### src/rtl/gte_pkg.sv
`default_nettype none

package gte_pkg;

    localparam int NV = 16;
    localparam int VW = $clog2(NV);
    localparam int CW = VW + 1;
    localparam int AW = 2 * VW;

    localparam logic [1:0] OP_CLEAR    = 2'd0;
    localparam logic [1:0] OP_ADD      = 2'd1;
    localparam logic [1:0] OP_TRAVERSE = 2'd2;

    localparam logic [CW-1:0] ROW_FULL = CW'(NV);

    typedef struct packed {
        logic [1:0]    operation;
        logic [VW-1:0] src_vertex;
        logic [VW-1:0] dest_vertex;
    } cmd_t;

    typedef struct packed {
        logic [VW-1:0] vertex;
        logic          last;
        logic          status;
    } res_t;

    typedef struct packed {
        logic          re;
        logic [AW-1:0] raddr;
        logic          we;
        logic [AW-1:0] waddr;
        logic [VW-1:0] wdata;
    } adj_req_t;

    typedef struct packed {
        logic [VW-1:0] v;
        logic [CW-1:0] nxt;
    } stk_t;

    typedef enum logic [2:0] {
        S_IDLE,
        S_ADD,
        S_B_NEXT,
        S_B_SCAN,
        S_D_TOP,
        S_D_WAIT,
        S_EMIT
    } seq_state_t;

endpackage

`default_nettype wire

### src/rtl/graph_traversal_engine.sv
`default_nettype none

// Channel   Handshake                Payload
// cmd       cmd_valid / cmd_stall    cmd_t: operation, src_vertex, dest_vertex
// res       res_valid / res_stall    res_t: vertex, last, status
// cfg       cfg_we                   cfg_data: traversal order (0 BFS, 1 DFS)
//
// A traversal walks the adjacency memory through its single read port, then emits the
// reached vertices in visit order with the last one flagged. rst_n is asynchronous; it
// empties every adjacency row and sets breadth-first order. A stalled result holds the
// sequencer in place.

module graph_traversal_engine
    import gte_pkg::*;
(
    input  wire logic clk,
    input  wire logic rst_n,
    input  wire logic cmd_valid,
    output logic      cmd_stall,
    input  wire cmd_t cmd,
    output logic      res_valid,
    input  wire logic res_stall,
    output res_t      res,
    input  wire logic cfg_we,
    input  wire logic cfg_data
);

    logic          order_reg;
    logic          res_valid_reg;
    res_t          res_reg;
    logic          out_free;
    logic          push;
    res_t          push_res;
    adj_req_t      mem_req;
    logic [VW-1:0] rd_data;

    assign out_free = !res_valid_reg || !res_stall;

    gte_seq u_seq (
        .clk       (clk),
        .rst_n     (rst_n),
        .cmd_valid (cmd_valid),
        .cmd       (cmd),
        .cmd_stall (cmd_stall),
        .order     (order_reg),
        .out_free  (out_free),
        .push      (push),
        .push_res  (push_res),
        .mem_req   (mem_req),
        .rd_data   (rd_data)
    );

    gte_adj_mem u_mem (
        .clk     (clk),
        .req     (mem_req),
        .rd_data (rd_data)
    );

    always_ff @(posedge clk or negedge rst_n)
    begin
        if (!rst_n)
        begin
            order_reg     <= 1'b0;
            res_valid_reg <= 1'b0;
        end
        else
        begin
            if (cfg_we)
            begin
                order_reg <= cfg_data;
            end
            if (push)
            begin
                res_valid_reg <= 1'b1;
            end
            else if (!res_stall)
            begin
                res_valid_reg <= 1'b0;
            end
        end
    end

    always_ff @(posedge clk)
    begin
        if (push)
        begin
            res_reg <= push_res;
        end
    end

    assign res_valid = res_valid_reg;
    assign res       = res_reg;

endmodule

`default_nettype wire

### src/rtl/gte_adj_mem.sv
`default_nettype none

module gte_adj_mem
    import gte_pkg::*;
(
    input  wire logic     clk,
    input  wire adj_req_t req,
    output logic [VW-1:0] rd_data
);

    logic [VW-1:0] mem [NV*NV];
    logic [VW-1:0] rd_data_reg;

    always_ff @(posedge clk)
    begin
        if (req.we)
        begin
            mem[req.waddr] <= req.wdata;
        end
    end

    always_ff @(posedge clk)
    begin
        if (req.re)
        begin
            rd_data_reg <= mem[req.raddr];
        end
    end

    assign rd_data = rd_data_reg;

endmodule

`default_nettype wire

### src/rtl/gte_seq.sv
`default_nettype none

module gte_seq
    import gte_pkg::*;
(
    input  wire logic          clk,
    input  wire logic          rst_n,
    input  wire logic          cmd_valid,
    input  wire cmd_t          cmd,
    output logic               cmd_stall,
    input  wire logic          order,
    input  wire logic          out_free,
    output logic               push,
    output res_t               push_res,
    output adj_req_t           mem_req,
    input  wire logic [VW-1:0] rd_data
);

    seq_state_t    state_reg, state_next;
    logic [CW-1:0] cnt_reg [NV];
    logic [CW-1:0] cnt_next [NV];
    logic [NV-1:0] visited_reg, visited_next;
    logic [VW-1:0] vlist_reg [NV];
    logic [VW-1:0] vlist_next [NV];
    stk_t          stk_reg [NV];
    stk_t          stk_next [NV];
    logic [CW-1:0] vlen_reg, vlen_next;
    logic [CW-1:0] head_reg, head_next;
    logic [CW-1:0] idx_reg, idx_next;
    logic [CW-1:0] sp_reg, sp_next;
    logic [VW-1:0] cur_reg, cur_next;
    logic          pend_reg, pend_next;
    logic          status_reg, status_next;

    logic [CW-1:0] sp_dec;
    logic [VW-1:0] sp_top;
    stk_t          top;
    logic [VW-1:0] cnt_idx;
    logic [CW-1:0] cnt_rd;
    logic [CW-1:0] head_inc;
    logic          emit_last;

    assign sp_dec    = sp_reg - 1'b1;
    assign sp_top    = sp_dec[VW-1:0];
    assign top       = stk_reg[sp_top];
    assign head_inc  = head_reg + 1'b1;
    assign emit_last = (head_inc == vlen_reg);
    assign cmd_stall = (state_reg != S_IDLE);

    always_comb
    begin
        case (state_reg)
            S_B_SCAN: cnt_idx = cur_reg;
            S_D_TOP:  cnt_idx = top.v;
            default:  cnt_idx = cmd.src_vertex;
        endcase
    end

    assign cnt_rd = cnt_reg[cnt_idx];

    always_comb
    begin
        state_next   = state_reg;
        cnt_next     = cnt_reg;
        visited_next = visited_reg;
        vlist_next   = vlist_reg;
        stk_next     = stk_reg;
        vlen_next    = vlen_reg;
        head_next    = head_reg;
        idx_next     = idx_reg;
        sp_next      = sp_reg;
        cur_next     = cur_reg;
        pend_next    = pend_reg;
        status_next  = status_reg;
        push         = 1'b0;
        push_res     = '0;
        mem_req      = '0;

        case (state_reg)
            S_IDLE:
            begin
                if (cmd_valid)
                begin
                    case (cmd.operation)
                        OP_CLEAR:
                        begin
                            for (int k = 0; k < NV; k++)
                            begin
                                cnt_next[k] = '0;
                            end
                        end
                        OP_ADD:
                        begin
                            if (cnt_rd < ROW_FULL)
                            begin
                                mem_req.we             = 1'b1;
                                mem_req.waddr          = {cmd.src_vertex, cnt_rd[VW-1:0]};
                                mem_req.wdata          = cmd.dest_vertex;
                                cnt_next[cmd.src_vertex] = cnt_rd + 1'b1;
                                status_next            = 1'b0;
                            end
                            else
                            begin
                                status_next = 1'b1;
                            end
                            state_next = S_ADD;
                        end
                        OP_TRAVERSE:
                        begin
                            visited_next                 = '0;
                            visited_next[cmd.src_vertex] = 1'b1;
                            vlist_next[0]                = cmd.src_vertex;
                            vlen_next                    = CW'(1);
                            head_next                    = '0;
                            if (order)
                            begin
                                stk_next[0] = '{v: cmd.src_vertex, nxt: '0};
                                sp_next     = CW'(1);
                                state_next  = S_D_TOP;
                            end
                            else
                            begin
                                state_next = S_B_NEXT;
                            end
                        end
                        default:
                        begin
                            state_next = S_IDLE;
                        end
                    endcase
                end
            end

            S_ADD:
            begin
                if (out_free)
                begin
                    push       = 1'b1;
                    push_res   = '{vertex: '0, last: 1'b1, status: status_reg};
                    state_next = S_IDLE;
                end
            end

            S_B_NEXT:
            begin
                if (head_reg == vlen_reg)
                begin
                    head_next  = '0;
                    state_next = S_EMIT;
                end
                else
                begin
                    cur_next   = vlist_reg[head_reg[VW-1:0]];
                    head_next  = head_inc;
                    idx_next   = '0;
                    pend_next  = 1'b0;
                    state_next = S_B_SCAN;
                end
            end

            S_B_SCAN:
            begin
                // The read issued last cycle is checked while the next one goes out.
                if (pend_reg && !visited_reg[rd_data])
                begin
                    visited_next[rd_data]         = 1'b1;
                    vlist_next[vlen_reg[VW-1:0]]  = rd_data;
                    vlen_next                     = vlen_reg + 1'b1;
                end
                if (idx_reg != cnt_rd)
                begin
                    mem_req.re    = 1'b1;
                    mem_req.raddr = {cur_reg, idx_reg[VW-1:0]};
                    idx_next      = idx_reg + 1'b1;
                    pend_next     = 1'b1;
                end
                else
                begin
                    pend_next  = 1'b0;
                    state_next = S_B_NEXT;
                end
            end

            S_D_TOP:
            begin
                if (sp_reg == '0)
                begin
                    head_next  = '0;
                    state_next = S_EMIT;
                end
                else if (top.nxt < cnt_rd)
                begin
                    mem_req.re           = 1'b1;
                    mem_req.raddr        = {top.v, top.nxt[VW-1:0]};
                    stk_next[sp_top].nxt = top.nxt + 1'b1;
                    state_next           = S_D_WAIT;
                end
                else
                begin
                    sp_next = sp_dec;
                end
            end

            S_D_WAIT:
            begin
                if (!visited_reg[rd_data])
                begin
                    visited_next[rd_data]          = 1'b1;
                    vlist_next[vlen_reg[VW-1:0]]   = rd_data;
                    vlen_next                      = vlen_reg + 1'b1;
                    stk_next[sp_reg[VW-1:0]]       = '{v: rd_data, nxt: '0};
                    sp_next                        = sp_reg + 1'b1;
                end
                state_next = S_D_TOP;
            end

            S_EMIT:
            begin
                if (out_free)
                begin
                    push      = 1'b1;
                    push_res  = '{vertex: vlist_reg[head_reg[VW-1:0]],
                                  last: emit_last, status: 1'b0};
                    head_next = head_inc;
                    if (emit_last)
                    begin
                        state_next = S_IDLE;
                    end
                end
            end

            default:
            begin
                state_next = S_IDLE;
            end
        endcase
    end

    always_ff @(posedge clk or negedge rst_n)
    begin
        if (!rst_n)
        begin
            state_reg   <= S_IDLE;
            visited_reg <= '0;
            vlen_reg    <= '0;
            head_reg    <= '0;
            idx_reg     <= '0;
            sp_reg      <= '0;
            pend_reg    <= 1'b0;
            for (int k = 0; k < NV; k++)
            begin
                cnt_reg[k] <= '0;
            end
        end
        else
        begin
            state_reg   <= state_next;
            visited_reg <= visited_next;
            vlen_reg    <= vlen_next;
            head_reg    <= head_next;
            idx_reg     <= idx_next;
            sp_reg      <= sp_next;
            pend_reg    <= pend_next;
            cnt_reg     <= cnt_next;
        end
    end

    always_ff @(posedge clk)
    begin
        vlist_reg  <= vlist_next;
        stk_reg    <= stk_next;
        cur_reg    <= cur_next;
        status_reg <= status_next;
    end

    a_sp_bound: assert property (@(posedge clk) disable iff (!rst_n)
        sp_reg <= CW'(NV))
        else $error("stack pointer beyond depth");

    a_list_bound: assert property (@(posedge clk) disable iff (!rst_n)
        (vlen_reg <= CW'(NV)) && (head_reg <= vlen_reg))
        else $error("visit list index out of range");

    a_push_free: assert property (@(posedge clk) disable iff (!rst_n)
        push |-> out_free)
        else $error("result pushed into a full output register");

    a_pend_read: assert property (@(posedge clk) disable iff (!rst_n)
        pend_reg |-> $past(mem_req.re))
        else $error("pending adjacency data without a read");

    a_last_idle: assert property (@(posedge clk) disable iff (!rst_n)
        (push && push_res.last) |=> (state_reg == S_IDLE))
        else $error("sequencer busy after final result");

endmodule

`default_nettype wire
### config.mk
export PLATFORM = sky130hd
export DESIGN_NAME = graph_traversal_engine
export DESIGN_NICKNAME = d
export VERILOG_FILES = /design/src/rtl/gte_pkg.sv /design/src/rtl/graph_traversal_engine.sv /design/src/rtl/gte_adj_mem.sv /design/src/rtl/gte_seq.sv
export SDC_FILE = /design/constraint.sdc
export NUM_CORES = 2
export LEC_CHECK = 0
export BUFFER_PORTS_ARGS = -buffer_cell sky130_fd_sc_hd__buf_2
export CORE_ASPECT_RATIO = 0.9
export CORE_MARGIN = 5
export CORE_UTILIZATION = 40
export CTS_CLUSTER_DIAMETER = 80
export DETAILED_ROUTE_END_ITERATION = 8
export GPL_ROUTABILITY_DRIVEN = 0
export SLEW_MARGIN = 20
export SYNTH_ARGS = -nofsm -noshare
export SYNTH_HDL_FRONTEND = slang
export SYNTH_SLANG_ARGS = --single-unit
### constraint.sdc
create_clock -name clk -period 10.8 [get_ports clk]
set_clock_uncertainty 0.05 [all_clocks]
set_input_delay 2.16 -clock clk [delete_from_list [all_inputs] [get_ports clk]]
set_output_delay 2.16 -clock clk [all_outputs]
set_load 0.01 [all_outputs]
=== Word-level counts from Yosys, hierarchy flattened ===
Memories as Yosys holds them, arrays and structs flattened. A register that Yosys moved wholly into a read port is not among the register bits.
Cells that the tools add are included.

* Bits in registers: 341
* Bits in writable memories: 1024
* Word-level logic and storage cells: 277
* Memories: 1

* Add/subtract/negate cells: 7
* Order comparisons: 16
* Equality and inequality tests: 30
* Multiplexer cells: 102
* Bitwise gates (word level): 8
* Reductions and logical operators: 35

{| class="wikitable"
|+ Memory list
! name !! depth !! width !! read ports !! clocked after memory_dff !! wr ports !! line !! source
|-
| u_mem.mem || 256 || 4 || 1 || 1 || 1 || gte_adj_mem.sv:11 || <nowiki>logic [VW-1:0] mem [NV*NV];</nowiki>
|}

{| class="wikitable"
|+ Operators by type and width
! kind !! count
|-
| two-way mux 144 bit || 3
|-
| bitwise mux 144 bit || 2
|-
| case mux 135 bit (2 select lines) || 1
|-
| case mux 80 bit (2 select lines) || 1
|-
| two-way mux 64 bit || 2
|-
| case mux 60 bit (2 select lines) || 1
|-
| two-way mux 5 bit || 21
|-
| two-way mux 9 bit || 9
|-
| bitwise mux 80 bit || 1
|-
| two-way mux 80 bit || 1
|-
| demux 9 bit (select 4 bit) || 2
|-
| bitwise mux 64 bit || 1
|-
| two-way mux 16 bit || 4
|-
| two-way mux 13 bit || 4
|-
| case mux 16 bit (3 select lines) || 1
|-
| binary-select mux 9 bit (select 4 bit) || 1
|-
| adder 5 x 1 -> 5 bit (second input constant) || 6
|-
| greater-or-equal comparator 5 bit (second input constant) || 6
|-
| NOT 4 -> 5 bit || 6
|-
| case mux 5 bit (3 select lines) || 2
|-
| two-way mux 3 bit || 9
|-
| case mux 9 bit (3 select lines) || 1
|-
| != test 2 bit (second input constant) || 11
|-
| case mux 3 bit (7 select lines) || 1
|-
| 50 further kinds || 101
|}

=== Depth between registers and ports, before layout ===
* Depth in word-level cells: 17
* Depth in mapped cells: 32
* Depth with buffers taken out: 26

=== Cells and area by module ===
A second synthesis with hierarchy kept.

* Cell total of the unflattened synthesis: 3535
* Area total of the unflattened synthesis: 58135.8 um^2

{| class="wikitable"
|+ By module, submodules not included
! module !! instances !! cells an instance !! area an instance (um^2) !! seq. area each (um^2)
|-
| gte_adj_mem || 1 || 2051 || 40715.3 || 30869.6
|-
| gte_seq || 1 || 1473 || 17164.0 || 9399.0
|-
| graph_traversal_engine || 1 || 11 || 256.5 || 230.2
|}

=== Least setup slack after synthesis ===
No wires, ideal clock.

* Kind: input to register
* Start point: input cmd[5] in the netlist's numbering
* End point: memory u_mem.mem[0][0] in the netlist's numbering, data pin
* Setup time: 0.868 ns
* Arrival time: 7.530 ns
* Required time: 9.882 ns
* Slack: 2.352 ns
* Cell stages on the path: 13
* Buffers on the path: 4
* Cells stage by stage: clkbuf_1 -> o22a_1 -> a32o_1 -> buf_6 -> a21o_1 -> buf_6 -> mux2i_1 -> mux2i_1 -> mux2i_2 -> a21oi_1 -> nor2_1 -> clkbuf_1 -> and2_1

{| class="wikitable"
|+ RTL lines
! item !! line !! source
|-
| start, declared || graph_traversal_engine.sv:20 || <nowiki>input wire cmd_t cmd,</nowiki>
|-
| end, declared || gte_adj_mem.sv:11 ||
|}

=== Final worst setup path ===
* Start point: register u_seq.sp_reg[0]
* End point: register u_mem.rd_data_reg[0] (netlist: u_mem.rd_data[0]), read port of u_mem.mem, data pin

* Longest elaborated chain between the ends: 14
* Elaborated cells on any way between the ends: 17
* Classes of those cells: add/sub: 1; order compare: 1; eq/ne: 1; mux: 11; bitwise: 2; reduce/logical: 1

{| class="wikitable"
|+ RTL lines
! item !! line !! source
|-
| start, declared || gte_seq.sv:30 || <nowiki>logic [CW-1:0] sp_reg, sp_next;</nowiki>
|-
| start signal, assigned || gte_seq.sv:262 || <nowiki>sp_reg <= sp_next;</nowiki>
|-
| subtractor 5 x 1 -> 5 bit * || gte_seq.sv:43 || <nowiki>assign sp_dec = sp_reg - 1'b1;</nowiki>
|-
| NOT 4 -> 5 bit (not written as such) * || gte_seq.sv:45 || <nowiki>assign top = stk_reg[sp_top];</nowiki>
|-
| binary-select mux 9 bit (select 4 bit) * || gte_seq.sv:45 ||
|-
| two-way mux 9 bit (not written as such) * (2 in series) || gte_seq.sv:45 ||
|-
| case mux 4 bit (2 select lines) * || gte_seq.sv:52 || <nowiki>case (state_reg)</nowiki>
|-
| NOT 4 -> 5 bit (not written as such) * || gte_seq.sv:59 || <nowiki>assign cnt_rd = cnt_reg[cnt_idx];</nowiki>
|-
| binary-select mux 5 bit (select 4 bit) * || gte_seq.sv:59 ||
|-
| two-way mux 5 bit (not written as such) * (2 in series) || gte_seq.sv:59 ||
|-
| named net u_seq.cnt_rd[4] || gte_seq.sv:39 || <nowiki>logic [CW-1:0] cnt_rd;</nowiki>
|-
| < comparator 5 bit || gte_seq.sv:191 || <nowiki>else if (top.nxt < cnt_rd)</nowiki>
|-
| two-way mux 9 bit || gte_seq.sv:191 ||
|-
| two-way mux 9 bit || gte_seq.sv:186 || <nowiki>if (sp_reg == '0)</nowiki>
|-
| case mux 9 bit (2 select lines) * || gte_seq.sv:79 || <nowiki>case (state_reg)</nowiki>
|-
| end, declared || gte_adj_mem.sv:12 || <nowiki>logic [VW-1:0] rd_data_reg;</nowiki>
|}

The timed path passes the listed nets; every way through them passes the cells marked *. The select of a mux whose other input is x is not followed.
A chain may end at the register's enable or synchronous reset.

==> results.md <==
- Hold crit path type: flip-flop to flip-flop
- Total power draw: 0.0131 W
- Sink Count: 1369
- Dpl cells: 6371
- Drt drc: 0
- Status: complete, no violations
- Post-synthesis sequential area ratio: 69.0%
- Clock buffer count from CTS: 137
- Combinational fraction of design power: 18.5%
- CP startpoint kind: flip-flop
- Most Crowded Layer GR: met2
- Critical path's slowest cell: or4_1
- Nets: between 4000 and 5000
- Post-synthesis instance total: 4618
- Synth Warn #: 0
- H-tree Lvls: 4
- Root buf cell: clkbuf_16
- Setup bufs post-CTS: 0
- Vert. Die Dim: 374 µm
- P_leak: 22.6 nW
- P&R area growth vs syn: 11.2%
- Synth unique cells: 73
- Placeable Area: 146000 µm²
- Cell mode on critical path: buf_4
- Post-synth top area cell: edfxtp_1
- Highest Clock Rate: 0.102 GHz
- Wirelength per Cell: 25.2 µm
- Via count: 38800
- Buf+Inv Stages, Crit Path: 5
- Fin crit share: 90.8%
- Maximum VDD drop: 0.000180 V
- First-pass GRT wire length: 250000 µm
- Post-synth EDFFs: 1247
- Worst-Margin Slew: 1.11 ns
- Tmin final: 9.81 ns
- Yosys reg bits: 1369
- Final wirelength: ~170000 µm
- Clk Latency, worst-skew pair: 0.79 ns
- Final setup TNS: 0 ns
- FILL cells: roughly 13000
- Max Cap Viol: 0
- CP peak stage delay: between 0.8 and 0.9 ns
- Seq pwr share: approximately 46%
- CTS Hold Buffers Added: 0
- Switching part of the total: 29.4%
- Hold_ws: 0.438 ns
- Vias in the first global route: 37800
- Pint: 0.00928 W
- Synth Cell Area: 58700 µm²
- GRT met3 Usage: 3.79%
- Largest net degree at the start of global routing: 171
- Area contributors post-synth: edfxtp_1, nand2_1, dfrtp_1
- Post-DP HPWL: 102000 µm
- Fraction of layout cells with a size suffix above 1: 9.54%
- Met2 Use GR: 32.2%
- Port bufs: 23
- Clock Pin Slew Worst Setup and Hold Paths: 0.07 ns
- GRT met1 Usage: 30.9%
- Required @ worst endpoint: 11.25 ns
- Top Family by Delay on Critical Path: simple AND/OR/NAND/NOR gates
- Crit path kind: flip-flop to flip-flop
- First-pass detailed-route iteration total: 6
- Placement Rows: 133
- Die area: 155000 µm²
- CTS tree: yes
- Max clock buf depth: 3
- Critical-path maximum fanout: 41
- RSZ-0062 raised after global routing: no
- Initial DRC Count: slightly below 5000
- Synth async-reset ratio: between 8 and 9%
- Syn Area/Cell: about 13 µm²
- # IOs: 24
- Count leader, synth: edfxtp_1
- Worst slew margin: around 26%
- Final setup fails: 0
- Synth cell count leaders: edfxtp_1, nand2_1, nor2_1
- CP arrival: 10.26 ns
- Antenna Nets Post-Route: 0
- Final core area utilization: 44.7%
- Gr usage total: between 20% and 30%
- CP endpoint kind: flip-flop
- Net Switching: just under 0.004 W
- Slew Viols, Final: 0
- Clock power share: between 30% and 40%
- Pwr dens: 201 nW/µm²
- Vias/cell: 5.87
- GRT overflow: 0
- Top FF cell, synth: edfxtp_1
- Synth Net Count: 4657
- Initial Util: 40.2%
- PostCTS Resize Cnt: 0
- Die W: 414 µm
- Synth top area share: 63.8%
- Fin. Hold Viols: 0
- Max FFs per register: around 1000
- Non-filler instance count after layout: 6614
- Initial antenna violation count: 1
-- final timing paths --
path,start,end,slack (ns),cells past startpoint
setup / recovery,u_seq.sp_reg[0],u_mem.rd_data[0],0.99,26
min in group asynchronous,rst_n,u_seq.vlen_reg[3],1.43,1
max in group asynchronous,rst_n,u_seq.sp_reg[0],7.92,2
setup reg to reg,u_seq.sp_reg[0],u_mem.rd_data[0],0.99,26
hold reg to reg,u_seq.cnt_reg[47],u_seq.cnt_reg[47],0.44,2
hold / removal,u_seq.cnt_reg[47],u_seq.cnt_reg[47],0.44,2
-- power groups by stage --
stage | clock network (W) | registers (W) | logic [W]
finish | 0.00467 | 0.00604 | 0.00243
global route | 0.00497 | 0.00605 | 0.00262
CTS | 0.00474 | 0.00604 | 0.00242
detailed placement | 0 | 0.00615 | 0.00241
global placement | 0 | 0.00615 | 0.00239
floorplan | 0 | 0.00612 | 0.00160
-- cell usage in the layout, fill, tap and decap left out, types with 18 or more instances in the layout --
cell       netlist  final
ha_1            23     23
a31oi_1         36     35
a21oi_1         92     90
nand2_1        958    952
nand4_1        129    129
inv_1           23     23
o21ai_0        117    117
a32oi_1        148    148
nor4_1          25     23
clkinv_1         0     29
and4_1          27     27
mux4_2          65     65
buf_4           18     82
o211ai_1        24     24
clkbuf_16        0    138
nor2_1         426    419
mux2i_1        137    136
and3_1          75     75
dfrtp_1        122    121
buf_2          104     22
edfxtp_1      1247   1247
nor3_1          37     35
buf_12           0     21
nand3_1        325    325
a211oi_1        20     18
clkbuf_1       171     25
a22o_1          50     50
-- routing by layer --
layer,up-vias,wire length [µm]
li1,17100,-
met1,19600,72000
met2,1797,75900
met3,264,13500
met4,0,5310
met5,-,0
-- kinds of logic (layout without fill, tap and decap cells) --
kind of cell,Yosys count,in the layout,synth area share (%)
AND/OR/NAND/NOR,2077,2077,15.6
flip-flops,1369,1369,69.0
AO/OA/AOI/OAI,562,562,6.82
buffers and inverters,352,390,2.73
multiplexers,214,214,5.06
adder cells (fa/ha/maj),23,23,0.490
XOR/XNOR,21,21,0.326
other,0,1,0
-- area by class of cell --
class	count	area (µm²)	area share, %
inverters	23	86.3	0.132
clock buffers	168	3620	5.54
repair buffers	125	1150	1.75
well taps	1957	2450	3.75
multi-input cells	2897	16800	25.7
clock inverters	74	711	1.09
flip-flops and latches	1369	40500	62.0
diodes	1	2.50	0.00383
-- stage by stage --
stage | cell area (µm²) | setup slack (ns)
floorplan | 58700 | 2.35
global placement | 61000 | 1.10
detailed placement | 61000 | 0.953
CTS | 65300 | 1.18
global route | 65300 | 0.618
finish | 65300 | 0.989
-- worst min-delay path, delay by kind of cell (launching register included) --
kind | cells | cell delay, ns
DFF | 1 | 0.35
AOI/OAI and AO/OA | 1 | 0.06
and+or+nand+nor | 1 | 0.05
Power figures use the tool's default switching activity.
